$ cat src/sv/pngunf_pkg.sv
// shared types and codes for the png scanline unfilter
package pngunf_pkg;

    localparam logic [2:0] FILT_NONE  = 3'd0;
    localparam logic [2:0] FILT_SUB   = 3'd1;
    localparam logic [2:0] FILT_UP    = 3'd2;
    localparam logic [2:0] FILT_AVG   = 3'd3;
    localparam logic [2:0] FILT_PAETH = 3'd4;

    localparam logic CFG_BPP     = 1'b0;
    localparam logic CFG_ROW_LEN = 1'b1;

    localparam int BPP_W     = 4;
    localparam int ROW_LEN_W = 13;
    localparam int CFG_W     = 13;

    typedef struct packed {
        logic       is_error;
        logic [2:0] filter;
        logic       top_line;
        logic       row_first;
        logic       row_end;
        logic [7:0] data;
    } item_t;

endpackage

$ cat src/sv/pngunf_front.sv
// front end: row position tracking and byte classification
module pngunf_front #(
    parameter int POS_W = 13,
    parameter int IDX_W = 12
) (
    input  logic                 aclk,
    input  logic                 aresetn,
    input  logic                 in_valid,
    input  logic [7:0]           in_data,
    input  logic                 in_image_start,
    input  logic [POS_W-1:0]     row_len,
    input  logic                 q_full,
    output logic                 in_ready,
    output logic                 push,
    output pngunf_pkg::item_t    push_item,
    output logic [IDX_W-1:0]     push_idx
);
    import pngunf_pkg::*;

    logic [POS_W-1:0] pos_reg, pos_next, pos_eff, pos_m1;
    logic [2:0]       filt_reg, filt_next;
    logic             top_line_reg, top_line_next, first_eff;
    logic             lock_reg, lock_next, lock_eff;
    logic             accept;

    assign in_ready = !q_full;
    assign accept   = in_valid && !q_full;
    assign pos_eff  = in_image_start ? '0 : pos_reg;
    assign first_eff = in_image_start | top_line_reg;
    assign lock_eff = !in_image_start && lock_reg;
    assign pos_m1   = pos_eff - POS_W'(1);
    assign push_idx = pos_m1[IDX_W-1:0];

    always_comb begin
        pos_next       = pos_reg;
        filt_next      = filt_reg;
        top_line_next  = top_line_reg;
        lock_next      = lock_reg;
        push           = 1'b0;
        push_item.is_error  = 1'b0;
        push_item.filter    = filt_reg;
        push_item.top_line  = first_eff;
        push_item.row_first = (pos_eff == POS_W'(1));
        push_item.row_end   = (pos_eff >= row_len);
        push_item.data      = in_data;
        if (accept) begin
            pos_next       = pos_eff;
            top_line_next  = first_eff;
            lock_next      = lock_eff;
            if (!lock_eff) begin
                if (pos_eff == '0) begin
                    if (in_data > {5'd0, FILT_PAETH}) begin
                        lock_next          = 1'b1;
                        push               = 1'b1;
                        push_item.is_error = 1'b1;
                    end else begin
                        filt_next = in_data[2:0];
                        pos_next  = POS_W'(1);
                    end
                end else begin
                    push = 1'b1;
                    if (pos_eff >= row_len) begin
                        pos_next      = '0;
                        top_line_next = 1'b0;
                    end else begin
                        pos_next = pos_eff + POS_W'(1);
                    end
                end
            end
        end
    end

    always_ff @(posedge aclk) begin
        if (!aresetn) begin
            pos_reg      <= '0;
            filt_reg     <= FILT_NONE;
            top_line_reg <= 1'b1;
            lock_reg     <= 1'b0;
        end else begin
            pos_reg      <= pos_next;
            filt_reg     <= filt_next;
            top_line_reg <= top_line_next;
            lock_reg     <= lock_next;
        end
    end

endmodule

$ cat config.mk
export PLATFORM = sky130hd
export DESIGN_NAME = pngunf_front
export DESIGN_NICKNAME = d
export VERILOG_FILES = /design/src/sv/pngunf_pkg.sv /design/src/sv/pngunf_front.sv
export SDC_FILE = /design/constraint.sdc
export NUM_CORES = 1
export LEC_CHECK = 0
export CELL_PAD_IN_SITES_DETAIL_PLACEMENT = 1
export CELL_PAD_IN_SITES_GLOBAL_PLACEMENT = 2
export CORE_UTILIZATION = 38
export CTS_CLUSTER_DIAMETER = 200
export CTS_CLUSTER_SIZE = 20
export DETAILED_ROUTE_END_ITERATION = 7
export DONT_BUFFER_PORTS = 1
export PLACE_DENSITY_LB_ADDON = 0.3
export SETUP_SLACK_MARGIN = 0.4
export SLEW_MARGIN = 0
export SYNTH_ARGS = -nofsm -noshare
export SYNTH_HDL_FRONTEND = slang
export SYNTH_SLANG_ARGS = --single-unit
$ cat constraint.sdc
create_clock -name aclk -period 7.3 [get_ports aclk]
set_clock_uncertainty 0.2 [all_clocks]
set_input_delay 0.365 -clock aclk [delete_from_list [all_inputs] [get_ports aclk]]
set_output_delay 0.365 -clock aclk [all_outputs]
set_load 0.1 [all_outputs]
==> After elaboration in Yosys (flattened, before gate mapping) <==
Index checks and enable logic that the tools add are counted.
{ "word_totals": {"register_bits": 18, "inputBits": 26, "output_inout_bits": 29, "word_cells": 34} }
{ "classes": {"n_addsub": 2, "order_cmp": 2, "eq_ne": 1, "muxes": 16, "n_bitwise": 3, "reduce_logical": 6} }
{ "op_table": {"columns": ["cell", "count"], "rows": [
  ["$mux 13", 5],
  ["$add 13x1->13 const B", 1],
  ["$eq 13x1->1 const B", 1],
  ["$ge 13x13->1", 1],
  ["$logic_not 13->1", 1],
  ["$sub 12x1->12 const B", 1],
  ["$mux 1", 11],
  ["$gt 8x3->1 const B", 1],
  ["$reduce_and 4->1", 1],
  ["$logic_and 1x1->1", 2],
  ["$logic_not 1->1", 2],
  ["$not 1->1", 2],
  ["$or 1x1->1", 1]
]} }

==> Logic depth before layout (Yosys ltp) <==
{ "logic_depth": {"ltp_word": 5, "mapped_depth": 10} }

==> Worst setup path before layout <==
Ideal clock, no wire load.
{ "synth_path": {"kind": "input to output", "start": "in in_image_start", "end": "out push_idx[10]", "arrival_ps": 3888, "t_required_ps": 6735, "slack_ps": 2847, "stages": 7, "path_cell_list": "buf_6 -> nand2b_1 -> ha_1 -> o21ai_0 -> nand2b_1 -> or3_1 -> xnor2_1"} }
{ "synth_between": {"elab_chain_len": 2} }
{ "synth_lines": {"columns": ["element", "line_no", "text"], "rows": [
  ["start, declared", "pngunf_front.sv:10", "input logic in_image_start,"],
  ["$mux 13", "pngunf_front.sv:28", "assign pos_eff = in_image_start ? '0 : pos_reg;"],
  ["$sub 12x1->12", "pngunf_front.sv:31", "assign pos_m1 = pos_eff - POS_W'(1);"],
  ["end, declared", "pngunf_front.sv:16", "output logic [IDX_W-1:0] push_idx"]
]} }
No other way between the ends.

==> impl_metrics.xml <==
<?xml version="1.0" encoding="UTF-8"?>
<metrics>
  <group name="status">
    <metric name="run_status" unit="">finished, violations left</metric>
    <metric name="violations" unit="">design-rule violations</metric>
  </group>
  <group name="floorplan">
    <metric name="die_outline_area" unit="sq mm">0.00506</metric>
    <metric name="die_height" unit="um">71.1</metric>
    <metric name="floorplan.core_area" unit="sq mm">0.00447</metric>
    <metric name="initial_utilization" unit="">0.406</metric>
    <metric name="die-width" unit="um">71.1</metric>
    <metric name="floorplan.rows" unit="">24</metric>
    <metric name="num_io_pins" unit="">55</metric>
  </group>
  <group name="critical_path">
    <metric name="rr_worst_depth" unit="">9</metric>
    <metric name="timing.critical_path.fanout_max" unit="">16</metric>
    <metric name="r2r_slack" unit="ns">3.95</metric>
    <metric name="timing_worst_setup_path_type" unit="">reg -&gt; out</metric>
    <metric name="critical_path.reg2reg.endpoint" unit="">pos_reg[10]</metric>
    <metric name="arrival" unit="ns">3.44</metric>
    <metric name="worstReg2RegStart" unit="">pos_reg[0]</metric>
    <metric name="timing.critical_path.required" unit="ns">6.73</metric>
    <metric name="critPathCaptureType" unit="">output pin</metric>
    <metric name="worstSetupStartpointType" unit="">flip-flop</metric>
  </group>
  <group name="routing">
    <metric name="routed-via-count" unit="">1646</metric>
    <metric name="drc" unit="">2</metric>
    <metric name="number_of_iterations_in_the_first_detailed_routing_pass" unit="">6</metric>
    <metric name="route.detailed.wl_per_inst" unit="um">16.8</metric>
    <metric name="route.final.wire_length" unit="mm">4.67</metric>
    <metric name="drt.antenna.violating_nets" unit="">0</metric>
    <metric name="drt_first_iter_violations" unit="">89</metric>
    <metric name="detail_route.vias_per_cell" unit="">5.92</metric>
  </group>
  <group name="global_route">
    <metric name="grt_pass1_wl" unit="mm">7.83</metric>
    <metric name="grt_usage" unit="">0.195</metric>
    <metric name="antenna_found_initial" unit="">0</metric>
    <metric name="via_count_of_the_first_global_routing_pass" unit="">1617</metric>
    <metric name="global_route.overflow_total" unit="">0</metric>
    <metric name="grt_max_degree" unit="">28</metric>
  </group>
  <group name="yosys">
    <metric name="synth_seq_area_share" unit="">0.198</metric>
    <metric name="ys_seq_elements" unit="">18</metric>
    <metric name="netlist.area_leader.share" unit="">0.198</metric>
    <metric name="synthDistinctLibCells" unit="">59</metric>
    <metric name="edff_count_synth" unit="">0</metric>
    <metric name="async_flop_share" unit="">0</metric>
    <metric name="synth-warning-count" unit="">0</metric>
    <metric name="synth.area.top_cells" unit="">dfxtp_1, ha_1, nand2_1</metric>
    <metric name="syn-cell-area" unit="sq mm">0.00182</metric>
    <metric name="net_count_after_synthesis" unit="">276</metric>
    <metric name="synthesis.instances" unit="">238</metric>
    <metric name="avgSynthCellArea" unit="sq um">7.63</metric>
    <metric name="synth.largest_area_cell" unit="">dfxtp_1</metric>
    <metric name="postSynth.topFlopCell" unit="">dfxtp_1</metric>
  </group>
  <group name="cells_and_area">
    <metric name="regArea" unit="sq um">360</metric>
    <metric name="fin_nets" unit="">266</metric>
    <metric name="antennaDiodeCount" unit="">0</metric>
    <metric name="multiInputGateArea" unit="sq mm">0.00128</metric>
    <metric name="largest_reg_flops" unit="">13</metric>
    <metric name="area.growth.synth_to_final" unit="%">2.96</metric>
    <metric name="layout.cell_area.non_filler" unit="sq mm">0.00187</metric>
    <metric name="share_of_final_layout_standard_cells_stronger_than_drive_strength_1" unit="">0.128</metric>
    <metric name="num-fill-cells" unit="">564</metric>
  </group>
  <group name="sta">
    <metric name="max-slew-margin-rel" unit="">0.206</metric>
    <metric name="final.setup.tns" unit="ns">0</metric>
    <metric name="rsz0062_at_grt" unit="">no</metric>
    <metric name="fmax" unit="MHz">250</metric>
    <metric name="post-route-period-util" unit="">0.548</metric>
    <metric name="max_slew.worst_pin.slew" unit="ns">1.19</metric>
    <metric name="report.final.setup_viol" unit="">0</metric>
    <metric name="final_critical_delay_including_setup_and_external_delays" unit="ns">4.00</metric>
    <metric name="final-max-slew-violation-count" unit="">0</metric>
    <metric name="timing_hold_violations_final" unit="">0</metric>
    <metric name="worst_hold_slack" unit="ns">0.0251</metric>
  </group>
  <group name="cts">
    <metric name="root_buf_cell" unit="">clkbuf_8</metric>
    <metric name="post_cts_hold_buffer_count" unit="">0</metric>
    <metric name="tritoncts" unit="">done</metric>
    <metric name="cts_inserted_buffers" unit="">3</metric>
    <metric name="cts_resized" unit="">0</metric>
    <metric name="post_cts.repair.setup_buffers" unit="">0</metric>
    <metric name="number_of_buffers_on_the_longest_clock_path" unit="">2</metric>
    <metric name="clock_latency_of_the_later_clocked_register_in_the_worst_skew_pair" unit="ns">0.25</metric>
    <metric name="tritoncts_num_sinks" unit="">18</metric>
    <metric name="h-tree-depth" unit="">1</metric>
    <metric name="clkTransAtPathRegs" unit="ns">0.07</metric>
  </group>
  <group name="power">
    <metric name="power_leakage" unit="uW">0.000791</metric>
    <metric name="ir_worst_vdd" unit="mV">0.0885</metric>
    <metric name="total_power_draw" unit="uW">225</metric>
    <metric name="power_density" unit="mW/mm^2">121</metric>
  </group>
  <group name="place">
    <metric name="io_buffers" unit="">0</metric>
    <metric name="place_hpwl" unit="mm">3.66</metric>
    <metric name="place.gp.congestion" unit="">0.765</metric>
    <metric name="placed_area" unit="sq mm">0.00183</metric>
  </group>
  <group name="hold_path">
    <metric name="hold_end" unit="">pos_reg[12]</metric>
    <metric name="hold_start" unit="">aresetn</metric>
    <metric name="worst_hold_path_type" unit="">in -&gt; reg</metric>
    <metric name="worstHoldPathCells" unit="">1</metric>
  </group>
  <group name="run">
    <metric name="max_capacitance_violation_count" unit="">0</metric>
  </group>
</metrics>
[synth_stat cells (5+ instances only)]
master,n
a21oi_1,10
buf_4,9
buf_6,5
dfxtp_1,18
ha_1,12
inv_1,17
nand2_1,21
nand2b_1,8
nand3_1,9
nand4_1,6
nor2_1,14
nor2b_1,10
nor3_1,12
o21ai_0,5
xnor2_1,7
[critical path, stage by stage, from the launching register on]
cell	delay (ns)
dfxtp_1	0.47
nand2b_1	0.68
ha_1	0.58
nor2b_1	0.05
maj3_2	0.31
a211oi_2	0.26
o211a_4	0.33
or2_2	0.49
[metal layers]
metal / vias up / track usage / routed length [um]
met3: 2 / 0.0342 / 170
met4: 0 / 0.0222 / 11
met5: - / 0 / 0
met2: 37 / 0.329 / 2200
li1: 820 / - / -
met1: 787 / 0.268 / 2290
[cell families (layout without fill, tap and decap cells)]
group / Yosys count / count (layout) / share of synthesized area
compound gates: 49 / 49 / 0.205
xor+xnor: 11 / 11 / 0.0531
fa+ha+maj: 13 / 13 / 0.0889
buf+inv: 38 / 26 / 0.119
flops: 18 / 18 / 0.198
simple gates: 109 / 109 / 0.335
[how the worst max path moves through the flow]
| stage | start | endpoint | slack, ns | cells past startpoint |
|---|---|---|---|---|
| 2_1_floorplan | in_image_start | push_idx[10] | 2.85 | 7 |
| 3_3_place_gp | pos_reg[0] | push_item[8] | 3.61 | 7 |
| 3_5_place_dp | pos_reg[0] | push_item[8] | 3.57 | 7 |
| 4_1_cts | pos_reg[0] | push_item[8] | 3.27 | 7 |
| 5_1_grt | pos_reg[0] | push_item[8] | 3.15 | 7 |
| 6_report | pos_reg[0] | push_item[8] | 3.30 | 7 |
[through the flow]
stage | utilization | setup slack (ns) | instances
after global placement | 0.409 | 3.61 | 275
final | 0.418 | 3.30 | 278
after global routing | 0.418 | 3.15 | 278
after floorplan | - | 2.85 | 238
after detailed placement | 0.409 | 3.57 | 275
after CTS | 0.418 | 3.27 | 278
[area by class of cell]
| class | instances | share of cell area |
|---|---|---|
| clock buffers | 3 | 0.0221 |
| repair buffers | 5 | 0.0295 |
| inverters | 18 | 0.0361 |
| multi-input cells | 182 | 0.685 |
| well taps | 52 | 0.0348 |
| flip-flops and latches | 18 | 0.193 |
[power by group]
part,switching [uW],internal [uW],leakage [uW]
Sequential,1.31,99.0,0.000145
Clock,34.1,36.7,0.0000216
Combinational,42.6,11.7,0.000624
Total,78.1,147,0.000791
[cells in the final DEF, fill, tap and decap left out, drive strengths merged, types with 7 or more instances in the layout]
master,Yosys,final
nand2,21,21
dfxtp,18,18
inv,17,17
nor2,14,14
nor3,14,14
ha,12,12
nor2b,10,10
a21oi,10,10
nand3,9,9
nand2b,9,9
o21ai,8,8
xnor2,7,7
No activity file was read; power rests on OpenSTA's default activity.
