$ cat src/sv/pngunf_pkg.sv
// shared types and codes for the png scanline unfilter
package pngunf_pkg;

    localparam logic [2:0] FILT_NONE  = 3'd0;
    localparam logic [2:0] FILT_SUB   = 3'd1;
    localparam logic [2:0] FILT_UP    = 3'd2;
    localparam logic [2:0] FILT_AVG   = 3'd3;
    localparam logic [2:0] FILT_PAETH = 3'd4;

    localparam logic CFG_BPP     = 1'b0;
    localparam logic CFG_ROW_LEN = 1'b1;

    localparam int BPP_W     = 4;
    localparam int ROW_LEN_W = 13;
    localparam int CFG_W     = 13;

    typedef struct packed {
        logic       is_error;
        logic [2:0] filter;
        logic       top_line;
        logic       row_first;
        logic       row_end;
        logic [7:0] data;
    } item_t;

endpackage

$ cat src/sv/pngunf_queue.sv
// short queue between front and back end
module pngunf_queue #(
    parameter int IDX_W = 12
) (
    input  logic                 aclk,
    input  logic                 aresetn,
    input  logic                 push,
    input  pngunf_pkg::item_t    push_item,
    input  logic [IDX_W-1:0]     push_idx,
    output logic                 full,
    output logic                 head_valid,
    output pngunf_pkg::item_t    head_item,
    output logic [IDX_W-1:0]     head_idx,
    input  logic                 pop
);
    import pngunf_pkg::*;

    localparam int QDEPTH = 4;
    localparam int PTR_W  = 2;
    localparam int CNT_W  = 3;

    item_t            item_mem [QDEPTH];
    logic [IDX_W-1:0] idx_mem  [QDEPTH];
    logic [PTR_W-1:0] wr_ptr_reg, rd_ptr_reg;
    logic [CNT_W-1:0] count_reg, count_next;
    logic             do_pop;

    assign full       = (count_reg == CNT_W'(QDEPTH));
    assign head_valid = (count_reg != '0);
    assign head_item  = item_mem[rd_ptr_reg];
    assign head_idx   = idx_mem[rd_ptr_reg];
    assign do_pop     = pop && head_valid;

    always_comb begin
        count_next = count_reg;
        if (push && !do_pop) begin
            count_next = count_reg + CNT_W'(1);
        end else if (!push && do_pop) begin
            count_next = count_reg - CNT_W'(1);
        end
    end

    always_ff @(posedge aclk) begin
        if (push) begin
            item_mem[wr_ptr_reg] <= push_item;
            idx_mem[wr_ptr_reg]  <= push_idx;
        end
    end

    always_ff @(posedge aclk) begin
        if (!aresetn) begin
            wr_ptr_reg <= '0;
            rd_ptr_reg <= '0;
            count_reg  <= '0;
        end else begin
            if (push) begin
                wr_ptr_reg <= wr_ptr_reg + PTR_W'(1);
            end
            if (do_pop) begin
                rd_ptr_reg <= rd_ptr_reg + PTR_W'(1);
            end
            count_reg <= count_next;
        end
    end

endmodule

$ cat config.mk
export PLATFORM = sky130hd
export DESIGN_NAME = pngunf_queue
export DESIGN_NICKNAME = d
export VERILOG_FILES = /design/src/sv/pngunf_pkg.sv /design/src/sv/pngunf_queue.sv
export SDC_FILE = /design/constraint.sdc
export NUM_CORES = 1
export LEC_CHECK = 0
export ABC_CLOCK_PERIOD_IN_PS = 1700
export BUFFER_PORTS_ARGS = -buffer_cell sky130_fd_sc_hd__buf_2
export CORE_MARGIN = 3
export CORE_UTILIZATION = 40
export CTS_BUF_LIST = sky130_fd_sc_hd__clkbuf_16
export CTS_CLUSTER_DIAMETER = 100
export DETAILED_ROUTE_END_ITERATION = 12
export GPL_TIMING_DRIVEN = 0
export PLACE_DENSITY_LB_ADDON = 0.1
export SLEW_MARGIN = 20
export SYNTH_ARGS = -nofsm -noshare
export SYNTH_HDL_FRONTEND = slang
export SYNTH_SLANG_ARGS = --single-unit
$ cat constraint.sdc
create_clock -name aclk -period 1.7 [get_ports aclk]
set_input_delay 0.17 -clock aclk [delete_from_list [all_inputs] [get_ports aclk]]
set_output_delay 0.17 -clock aclk [all_outputs]
set_load 0.01 [all_outputs]
== After elaboration in Yosys (flattened, before gate mapping) ==
Memories as Yosys holds them, arrays and structs flattened. A register that Yosys moved wholly into a read port is not among the register bits.
Index checks and enable logic that the tools add are counted.
Word-level totals
  flip-flop bits (word level): 7
  RAM bits: 108
  input bits: 31
  output and inout bits: 29
  word-level logic and storage cells: 25
  memories: 2
Memories
  item_mem: words 4, bits a word 15, read ports 1, clocked after Yosys merged registers in 1, write ports 1, line pngunf_queue.sv:22  | item_t item_mem [QDEPTH];
  idx_mem: words 4, bits a word 12, read ports 1, clocked after Yosys merged registers in 1, write ports 1, line pngunf_queue.sv:23  | logic [IDX_W-1:0] idx_mem [QDEPTH];
Cells by class
  add/subtract/negate cells: 4
  equal/unequal tests: 1
  muxes and demuxes: 8
  reduce and logical (&&, ||, !) cells: 7
Operator list (count)
  2-to-1 mux 2 bit: 4
  2-to-1 mux 3 bit: 2
  adder 2 x 1 -> 2 bit (second input constant): 2
  adder 3 x 1 -> 3 bit (second input constant): 1
  == test 3 bit (second input constant): 1
  logical AND 1 bit: 3
  nonzero test 3 bit: 1
  subtractor 3 x 1 -> 3 bit (second input constant): 1
  logical NOT 1 bit: 2
  2-to-1 mux 1 bit: 2
  nonzero test 2 bit: 1

== Logic depth before layout (Yosys ltp) ==
Gate-level depths: netlist of the first run.
  depth in word-level cells: 5
  gate-level depth with buffers: 7
  depth with buffers taken out: 7

== Worst setup path after synthesis of the first run ==
OpenSTA, ideal clock, no wires.
  kind: reg2reg
  from: reg count_reg[1]
  to: reg count_reg[2]
  library setup time: 76 ps
  arrival: 1838 ps
  required time: 1624 ps
  setup slack: -214 ps
  cell stages (with the launch flop): 8
  buffers on the path: 0
  clock period less this slack: 1914 ps
  cells stage by stage: dfxtp_1 -> o31ai_4 -> ha_1 -> inv_1 -> fa_1 -> xor2_1 -> or3_1 -> a21boi_0
On the way
  cells in the longest elaborated chain, start to end: 5
  elaborated cells between the ends (all ways): 10
  those cells by class: add/sub (2); mux (2); reduce/logical (6)
Ends and longest elaborated chain
  from (decl): line pngunf_queue.sv:25  | logic [CNT_W-1:0] count_reg, count_next;
  from (signal assigned): line pngunf_queue.sv:62  | count_reg <= count_next;
  branches (longest 5 deep; another with subtractor 3 x 1 -> 3 bit)
Parallel ways; which one is timed is not known. The select of a mux whose other input is x is not followed.
A chain may end at the register's enable or synchronous reset.

==> metrics.log, run 1 <==
INFO  metric power-per-cell-area = 1510 nW/um^2
INFO  metric clkSinkCount = 117
INFO  metric antennaDiodeCount = 0
INFO  metric actual_slew_at_the_worst_max_slew_pin = 0.460 ns
INFO  metric maxClockFrequency = about 0.54 GHz
INFO  metric ys_types = 21
INFO  metric dieHeight = 111 um
INFO  metric crit_path_cell_trace = buf_12 > buf_12 > mux4_2 > buf_6
INFO  metric critical-path-max-stage-delay = 0.54 ns
INFO  metric gp_congestion = 0.655
INFO  metric final_util = 0.578
INFO  metric route.detailed.vias_per_inst = about 4.9
INFO  metric switching_power = 2.16 mW
INFO  metric syn_inst = 184
INFO  metric critical-path-top-cell-by-count = sky130_fd_sc_hd__buf_12
INFO  metric drtAntennaViolNets = 0
INFO  metric rsz0062_at_grt = true
INFO  metric clk_path_buf_depth = 2
INFO  metric finalCritPeriodShare = 1.10
INFO  metric drc = 0
INFO  metric routed_wl = a little over 8000 um
INFO  metric yosys_warnings = 0
INFO  metric crit_slowest_cell = sky130_fd_sc_hd__mux4_2
INFO  metric floorplan.io_pins = 60
INFO  metric largest_register_ff_count = 60
INFO  metric first_global_vias = 2343
INFO  metric min_path_type = in -> reg
INFO  metric clock_power_share = 0.365
INFO  metric filler_cells_inserted = 831
INFO  metric nets_final = 339
INFO  metric cts_made_buffers = 17
INFO  metric syn-mean-instance-area = 24.0 um^2
INFO  metric violated_checks = negative setup slack
INFO  metric core_area = between 10000 and 15000 um^2
INFO  metric die-area = approximately 12000 um^2
INFO  metric setup.worst_path.end_class = primary output
INFO  metric std_cell_rows = 37
INFO  metric static-leakage-power = 2.17 nW
INFO  metric first_pass_iters = 4
INFO  metric critical_path.max_fanout = 5
INFO  metric required = 1.53 ns
INFO  metric cellInternalPower = 7.08 mW
INFO  metric die_width = 111 um
INFO  metric finClkSkew = just under 0.005 ns
INFO  metric port_buffers = around 60
INFO  metric cts-root-buf = sky130_fd_sc_hd__clkbuf_16
INFO  metric max_cap_viol_count = 0
INFO  metric grt-ovfl-total = 0
INFO  metric report.final.slew_viol_count = 0
INFO  metric final.setup.worst_slack = -0.169 ns
INFO  metric peakVddDrop = 0.000756 V
INFO  metric synth_fp_nets = 221
INFO  metric wire_length_of_the_first_global_routing_pass = around 13000 um
INFO  metric power.share.sequential = 0.375
INFO  metric clock_latency = 0.39 ns
INFO  metric mean_routed_wirelength_per_cell = 18.3 um
INFO  metric design_power_total = 9.25 mW
INFO  metric path_buf_inv = 3
INFO  metric cpLargestDelayFamily = multiplexers
INFO  metric cts.clk_slew.worst_paths = 0.05 ns
INFO  metric outcome = complete, but fails checks
INFO  metric gr-usage-all-layers = 0.142
INFO  metric synth.yosys.seq_area_share = 0.774
INFO  metric detailedPlacementHpwl = 4840 um
INFO  metric ys_seq_elements = about 120
INFO  metric hold_viol_final = 0
INFO  metric clock_tree.htree_level_count = 4
INFO  metric grt_start_max_net_pins = 21
INFO  metric slew-limit-headroom = 0.694
INFO  metric via_count = 2183
INFO  metric grt_antenna_before_repair = 0
INFO  metric setup_tns = -3.62 ns
INFO  metric first_iter_violations = ~110
INFO  metric mappedNetlistArea = 4420 um^2
INFO  metric setup.worst_path.class = reg -> out
INFO  metric drive_gt1_frac = 0.462
INFO  metric power.share.switching = 0.234
INFO  metric flow.area_growth_from_synthesis = 38.1%
INFO  metric crit_path_start_kind = register
INFO  metric power_frac_comb = 0.260
INFO  metric floorplan.initialDensity = 0.419
INFO  metric mostFrequentLayoutCell = sky130_fd_sc_hd__edfxtp_1
INFO  metric worst-endpoint-arrival = 1.70 ns
INFO  metric layout_common_cells = sky130_fd_sc_hd__edfxtp_1, sky130_fd_sc_hd__buf_2, sky130_fd_sc_hd__mux4_2
INFO  metric setup-violations-final = 28
INFO  metric period_needed = 1.87 ns
INFO  metric tritoncts = built
final cells by class:
cell class / count / area (um^2) / area share
well taps: 136 / 170 / 0.0279
plain buffers: 6 / 87.6 / 0.0143
clock buffers: 17 / 425 / 0.0697
multi-input cells: 58 / 907 / 0.149
flip-flops and latches: 117 / 3440 / 0.563
repair buffers: 99 / 920 / 0.151
clock inverters: 14 / 146 / 0.0240
inverters: 3 / 11.3 / 0.00184
synthesized netlist by cell type:
master,count,area [um^2]
sky130_fd_sc_hd__inv_1,3,11.3
sky130_fd_sc_hd__buf_6,1,11.3
sky130_fd_sc_hd__and2_1,9,56.3
sky130_fd_sc_hd__dfxtp_1,9,180
sky130_fd_sc_hd__mux4_1,7,184
sky130_fd_sc_hd__nor2b_1,2,12.5
sky130_fd_sc_hd__mux2i_1,2,20.0
sky130_fd_sc_hd__nor3b_1,1,7.51
sky130_fd_sc_hd__o311ai_2,1,16.3
sky130_fd_sc_hd__mux4_2,20,450
sky130_fd_sc_hd__o21ai_0,1,5.00
sky130_fd_sc_hd__xnor2_1,3,26.3
sky130_fd_sc_hd__buf_12,2,40.0
sky130_fd_sc_hd__fa_1,1,20.0
sky130_fd_sc_hd__edfxtp_1,108,3240
sky130_fd_sc_hd__o31ai_4,1,21.3
sky130_fd_sc_hd__a21boi_0,1,7.51
sky130_fd_sc_hd__ha_1,5,62.6
sky130_fd_sc_hd__or3_1,2,12.5
sky130_fd_sc_hd__buf_2,3,15.0
sky130_fd_sc_hd__xor2_1,2,17.5
kinds of logic after synthesis:
| family | after synthesis | share of synthesized area |
|---|---|---|
| AO/OA/AOI/OAI | 4 | 0.0113 |
| XOR/XNOR | 5 | 0.00991 |
| adder cells (fa/ha/maj) | 6 | 0.0187 |
| buffers and inverters | 9 | 0.0175 |
| flip-flops | 117 | 0.774 |
| multiplexers | 29 | 0.148 |
| AND/OR/NAND/NOR | 14 | 0.0201 |
path summary, 6_finish.rpt:
kind	from	to	slack, ns	cells after the start
max reg2reg	count_reg[2]	count_reg[2]	-0.14	7
min	push_idx[1]	idx_mem[2][1]	0.02	1
max	register	head_idx[10]	-0.17	4
min reg2reg	count_reg[2]	count_reg[2]	0.52	2
per-stage QoR:
step,hold slack (ns),setup WS [ns],std cells,cell area [um^2]
2_1_floorplan,0.269,-0.0988,184,4430
3_3_place_gp,0.385,-0.495,379,4900
3_5_place_dp,0.391,-0.201,383,5010
4_1_cts,0.00179,-0.212,446,5980
5_1_grt,0.00543,-0.235,450,6110
6_report,0.0194,-0.169,450,6110
routing by layer:
layer  track usage  routed length (um)
met5             0                   0
met2         0.223                4030
met3        0.0464                 280
met1         0.187                3820
met4        0.0487                 104
repair_timing:
item	in CTS	in global routing
gates cloned	1	2
buffers inserted	6	2
endpoints found under the hold margin	100	0
gates resized for setup	19	21
setup endpoints to repair	28	29
hold buffers	25	0
pin swaps	2	1
power groups by stage:
| stage | Clock [mW] | Combinational [mW] | Sequential, mW |
|---|---|---|---|
| final | 3.38 | 2.40 | 3.47 |
| after global routing | 3.62 | 2.58 | 3.49 |
| after CTS | 3.46 | 2.14 | 3.45 |
| after detailed placement | 0 | 1.75 | 3.51 |
| after global placement | 0 | 1.70 | 3.51 |
| after floorplan | 0 | 1.19 | 3.49 |
Note: power is estimated with default switching activity, not from simulation.
==> run 2: changes to the inputs <==
CELL_PAD_IN_SITES_DETAIL_PLACEMENT = 1   (was not set)
CELL_PAD_IN_SITES_GLOBAL_PLACEMENT = 2   (was not set)
==> run 2 against run 1 <==
  * The run still ends with negative setup slack left
  * Count of clock-buffer cells in the layout is the same
  * Critical path depth grew 1
  * Via count grew 0.50%
  * Sequential share of layout area shrank 0.14 points
  * Combinational power is essentially flat
  * Final cell count grew 0.89%
  * Core utilization grew 0.11 points
  * Non-clock buffer count grew 3
  * Sequential cell count is the same
  * Highest routed layer unchanged
==> metrics.log, run 2 (same netlist as run 1, synthesis figures left out) <==
INFO  metric finClkSkew = 0.00622 ns
INFO  metric route.detailed.vias_per_inst = 4.83
INFO  metric switching_power = 2.26 mW
INFO  metric clock_power_share = 0.375
INFO  metric grt_start_max_net_pins = 24
INFO  metric mostFrequentLayoutCell = sky130_fd_sc_hd__edfxtp_1
INFO  metric static-leakage-power = 2.16 nW
INFO  metric largest_register_ff_count = 60
INFO  metric period_needed = 1.93 ns
INFO  metric setup.worst_path.class = reg -> out
INFO  metric cellInternalPower = approximately 7.1 mW
INFO  metric finalCritPeriodShare = 1.14
INFO  metric drive_gt1_frac = 0.475
INFO  metric power-per-cell-area = 1530 nW/um^2
INFO  metric cts-root-buf = sky130_fd_sc_hd__clkbuf_16
INFO  metric mean_routed_wirelength_per_cell = 18.6 um
INFO  metric die_width = 111 um
INFO  metric clock_latency = 0.40 ns
INFO  metric dieHeight = 111 um
INFO  metric cpLargestDelayFamily = multiplexers
INFO  metric crit_path_start_kind = register
INFO  metric clkSinkCount = 117
INFO  metric flow.area_growth_from_synthesis = 38.4%
INFO  metric die-area = 12300 um^2
INFO  metric std_cell_rows = 37
INFO  metric worst-endpoint-arrival = 1.76 ns
INFO  metric peakVddDrop = 0.000642 V
INFO  metric first_iter_violations = 127
INFO  metric crit_slowest_cell = sky130_fd_sc_hd__mux4_2
INFO  metric routed_wl = 8460 um
INFO  metric setup.worst_path.end_class = primary output
INFO  metric drtAntennaViolNets = 0
INFO  metric antennaDiodeCount = 0
INFO  metric critical_path.max_fanout = 6
INFO  metric min_path_type = in -> reg
INFO  metric clock_tree.htree_level_count = 4
INFO  metric clk_path_buf_depth = 2
INFO  metric rsz0062_at_grt = true
INFO  metric grt-ovfl-total = 0
INFO  metric nets_final = between 300 and 400
INFO  metric filler_cells_inserted = 915
INFO  metric outcome = complete, but fails checks
INFO  metric tritoncts = built
INFO  metric actual_slew_at_the_worst_max_slew_pin = 0.457 ns
INFO  metric path_buf_inv = 4
INFO  metric critical-path-max-stage-delay = around 0.52 ns
INFO  metric critical-path-top-cell-by-count = sky130_fd_sc_hd__buf_6
INFO  metric first_global_vias = 2503
INFO  metric hold_viol_final = 0
INFO  metric grt_antenna_before_repair = 0
INFO  metric final.setup.worst_slack = -0.230 ns
INFO  metric power.share.switching = 0.242
INFO  metric setup-violations-final = 28
INFO  metric core_area = 10600 um^2
INFO  metric violated_checks = negative setup slack
INFO  metric gr-usage-all-layers = 0.148
INFO  metric floorplan.io_pins = 60
INFO  metric port_buffers = between 50 and 60
INFO  metric first_pass_iters = 7
INFO  metric report.final.slew_viol_count = 0
INFO  metric slew-limit-headroom = 0.696
INFO  metric layout_common_cells = sky130_fd_sc_hd__edfxtp_1, sky130_fd_sc_hd__buf_2, sky130_fd_sc_hd__buf_6, sky130_fd_sc_hd__mux4_2, sky130_fd_sc_hd__dlygate4sd3_1
INFO  metric cts_made_buffers = 17
INFO  metric gp_congestion = between 0.6 and 0.7
INFO  metric required = around 1.5 ns
INFO  metric max_cap_viol_count = 0
INFO  metric maxClockFrequency = 0.518 GHz
INFO  metric crit_path_cell_trace = buf_8 > buf_6 > buf_12 > mux4_2 > buf_6
INFO  metric drc = 0
INFO  metric worst_hold_slack_across_all_endpoints = 0.0761 ns
INFO  metric detailedPlacementHpwl = approximately 5000 um
INFO  metric wire_length_of_the_first_global_routing_pass = roughly 14000 um
INFO  metric floorplan.initialDensity = 0.419
INFO  metric setup_tns = -4.31 ns
INFO  metric power.share.sequential = 0.369
INFO  metric power_frac_comb = 0.256
INFO  metric cts.clk_slew.worst_paths = around 0.05 ns
INFO  metric via_count = around 2200
-- run 2: changes by cell type in the layout (fill, tap and decap cells not counted), sizes merged --
cell,previous run,this run
buf,78,80
clkinvlp,3,5
dlygate4sd3,25,27
clkbuf,19,18
inv,6,5
-- run 2: metrics by stage --
step / instance area (um^2) / setup WS [ns] / util / total power, mW / std cells
floorplan: 4430 / -0.0988 / - / 4.67 / 184
global placement: 4900 / -0.470 / 0.464 / 5.21 / 379
detailed placement: 5000 / -0.175 / 0.473 / 5.25 / 383
CTS: 6130 / -0.250 / 0.581 / 9.54 / 455
global route: 6120 / -0.279 / 0.580 / 9.76 / 454
finish: 6120 / -0.230 / 0.580 / 9.35 / 454
-- run 2: layout make-up --
class,count,area [um^2],share of cell area
Buffer,6,85.1,0.0139
Inverter,3,11.3,0.00184
Sequential cell,117,3440,0.562
Multi-Input combinational cell,58,903,0.148
Clock buffer,17,425,0.0695
Tap cell,136,170,0.0278
Timing Repair Buffer,102,922,0.151
Clock inverter,15,164,0.0268
-- run 2: path summary, 6_finish.rpt --
check                              startpoint            end  slack, ns  cells after the start
worst min-delay path                  aresetn  wr_ptr_reg[0]       0.08                      2
worst max-delay path                 register  head_item[14]      -0.23                      5
worst min register to register  wr_ptr_reg[1]  wr_ptr_reg[1]       0.56                      2
worst max register to register   count_reg[2]   count_reg[2]      -0.13                      7
-- run 2: what timing repair did --
| action | in CTS | in global routing |
|---|---|---|
| pin swaps | 2 | 1 |
| cloned | 2 | 0 |
| gates resized for setup | 40 | 7 |
| setup buffers | 11 | 1 |
| setup endpoints to repair | 28 | 28 |
| hold endpoints to repair | 106 | 0 |
| hold buffers | 27 | 0 |
-- run 2: metal layers --
metal | vias to the layer above | global-route usage | share of wire | wire [um]
met1 | 1126 | 0.195 | 0.45 | 3790
met5 | - | 0 | 0 | 0
met3 | 8 | 0.0388 | 0.034 | 290
met4 | 0 | 0.0608 | 0.012 | 101
met2 | 52 | 0.236 | 0.51 | 4270
li1 | 1008 | - | - | -
-- run 2: power by group through the flow --
stage          registers [mW]  clock network (mW)  logic [mW]
2_1_floorplan            3.49                   0        1.19
3_3_place_gp             3.51                   0        1.70
3_5_place_dp             3.51                   0        1.74
4_1_cts                  3.45                3.57        2.51
5_1_grt                  3.47                3.71        2.58
6_report                 3.45                3.50        2.40
==> run 3: changes to the inputs <==
PLACE_DENSITY_LB_ADDON = 0.12   (was 0.1)
==> run 3 against run 2 <==
  * The flow still finishes with violations (negative setup slack)
  * Final cell count shrank 0.88%
  * Routed wire length grew 3.1%
  * Clock power is essentially flat
  * Fmax grew 3.5%
  * Critical endpoint is now head_item[2]
==> metrics.log, run 3 (same netlist as run 1, synthesis figures left out) <==
INFO  metric setup.worst_path.end_class = primary output
INFO  metric grt_start_max_net_pins = 18
INFO  metric first_pass_iters = 4
INFO  metric seq_area = between 3000 and 4000 um^2
INFO  metric clk_path_buf_depth = 2
INFO  metric period_needed = 1.86 ns
INFO  metric first_iter_violations = 135
INFO  metric multiInputGateArea = 903 um^2
INFO  metric via_count = 2217
INFO  metric nets_final = 338
INFO  metric slew-limit-headroom = 0.710
INFO  metric finClkSkew = approximately 0.0086 ns
INFO  metric gp_congestion = 0.627
INFO  metric clock_tree.htree_level_count = 4
INFO  metric crit_slowest_cell = sky130_fd_sc_hd__mux4_2
INFO  metric first_global_vias = 2514
INFO  metric max_cap_viol_count = 0
INFO  metric cts.clk_slew.worst_paths = approximately 0.050 ns
INFO  metric cts_made_buffers = 17
INFO  metric outcome = complete, but fails checks
INFO  metric setup.worst_path.class = reg -> out
INFO  metric crit_path_start_kind = register
INFO  metric std_cell_rows = 37
INFO  metric finalCritPeriodShare = 1.10
INFO  metric gr-usage-all-layers = 0.153
INFO  metric routed_wl = 8720 um
INFO  metric drc = 0
INFO  metric critical-path-max-stage-delay = around 0.53 ns
INFO  metric crit_path_cell_trace = buf_12 > buf_12 > mux4_2 > buf_6
INFO  metric die_width = 111 um
INFO  metric drive_gt1_frac = 0.471
INFO  metric grt_antenna_before_repair = 0
INFO  metric largest_register_ff_count = 60
INFO  metric report.final.slew_viol_count = 0
INFO  metric required = 1.53 ns
INFO  metric power-per-cell-area = 1530 nW/um^2
INFO  metric setup_tns = -3.70 ns
INFO  metric path_buf_inv = 3
INFO  metric finalNonFillerCells = 450
INFO  metric endpoint_of_the_worst_hold_path = idx_mem[2][1]
INFO  metric placedCellCount = approximately 380
INFO  metric peakVddDrop = 0.000819 V
INFO  metric detailedPlacementHpwl = between 5000 and 6000 um
INFO  metric hold_viol_final = 0
INFO  metric tritoncts = built
INFO  metric drtAntennaViolNets = 0
INFO  metric critical_path.reg2reg.startpoint = count_reg[0]
INFO  metric timing.hold.worst.start = push_idx[1]
INFO  metric flow.area_growth_from_synthesis = 37.6%
INFO  metric setup-violations-final = 28
INFO  metric min_path_type = in -> reg
INFO  metric worst_hold_slack_across_all_endpoints = 0.0219 ns
INFO  metric wire_length_of_the_first_global_routing_pass = 14100 um
INFO  metric worst-endpoint-arrival = 1.69 ns
INFO  metric worst-r2r-cell-count = 7
INFO  metric antennaDiodeCount = 0
INFO  metric clock_latency = 0.40 ns
INFO  metric min_delay_path_depth = 1
INFO  metric mostFrequentLayoutCell = sky130_fd_sc_hd__edfxtp_1
INFO  metric design_power_total = between 9 and 10 mW
INFO  metric route.detailed.vias_per_inst = 4.93
INFO  metric actual_slew_at_the_worst_max_slew_pin = 0.436 ns
INFO  metric critical_path.max_fanout = 8
INFO  metric cpLargestDelayFamily = multiplexers
INFO  metric die-area = 12300 um^2
INFO  metric dieHeight = 111 um
INFO  metric r2r_path_end = count_reg[2]
INFO  metric layout_common_cells = sky130_fd_sc_hd__edfxtp_1, sky130_fd_sc_hd__buf_2, sky130_fd_sc_hd__mux4_2
INFO  metric critical-path-top-cell-by-count = sky130_fd_sc_hd__buf_12
INFO  metric maxClockFrequency = 0.536 GHz
INFO  metric port_buffers = between 50 and 60
INFO  metric grt-ovfl-total = 0
INFO  metric core_area = 10600 um^2
INFO  metric floorplan.initialDensity = 0.419
INFO  metric reg2reg_setup_slack = -0.13 ns
INFO  metric final.setup.worst_slack = -0.165 ns
INFO  metric rsz0062_at_grt = true
INFO  metric violated_checks = negative setup slack
INFO  metric mean_routed_wirelength_per_cell = 19.4 um
INFO  metric cts-root-buf = sky130_fd_sc_hd__clkbuf_16
INFO  metric static-leakage-power = ~2.1 nW
INFO  metric floorplan.io_pins = 60
INFO  metric filler_cells_inserted = 911
INFO  metric clkSinkCount = 117
-- run 3: final cells by class --
| type | count | area share |
|---|---|---|
| multi-input combinational | 58 | 0.148 |
| buffer | 6 | 0.0144 |
| timing repair buffer | 98 | 0.146 |
| tap | 136 | 0.0280 |
| clock buffer | 17 | 0.0699 |
| sequential | 117 | 0.564 |
| clock inverter | 15 | 0.0271 |
| inverter | 3 | 0.00185 |
-- run 3: how the worst max path moves through the flow --
stage	cells after the start	to	slack, ns
6_report	4	head_item[2]	-0.16
5_1_grt	4	head_item[2]	-0.23
4_1_cts	5	head_idx[7]	-0.26
3_5_place_dp	7	count_reg[2]	-0.19
3_3_place_gp	3	item_mem[0][12]	-0.48
2_1_floorplan	7	count_reg[2]	-0.1
-- run 3: where the power goes --
part	internal (mW)	total, mW	switching (mW)
combinational	1.42	2.36	0.948
sequential	3.35	3.44	0.0866
clock	2.28	3.51	1.23
total	7.05	9.31	2.26
-- run 3: repair_timing --
action,4_1_cts,5_1_grt
gates cloned,2,0
resized for setup,26,18
pin swaps,2,2
hold buffers,24,1
setup buffers,9,1
setup endpoints to repair,29,29
endpoints found under the hold margin,95,4
-- run 3: routing by layer --
| layer | wire length [um] | vias up | GRT usage |
|---|---|---|---|
| met5 | 0 | - | 0 |
| met4 | 80 | 0 | 0.0462 |
| met3 | 367 | 9 | 0.0491 |
| met2 | 4450 | 50 | 0.256 |
| met1 | 3820 | 1160 | 0.192 |
| li1 | - | 998 | - |
-- run 3: stage by stage --
step / cell area [um^2] / worst slack (ns) / utilization
floorplan: 4430 / -0.0988 / -
global placement: 4900 / -0.482 / 0.464
detailed placement: 5010 / -0.189 / 0.475
CTS: 6060 / -0.257 / 0.574
global route: 6080 / -0.228 / 0.576
finish: 6080 / -0.165 / 0.576
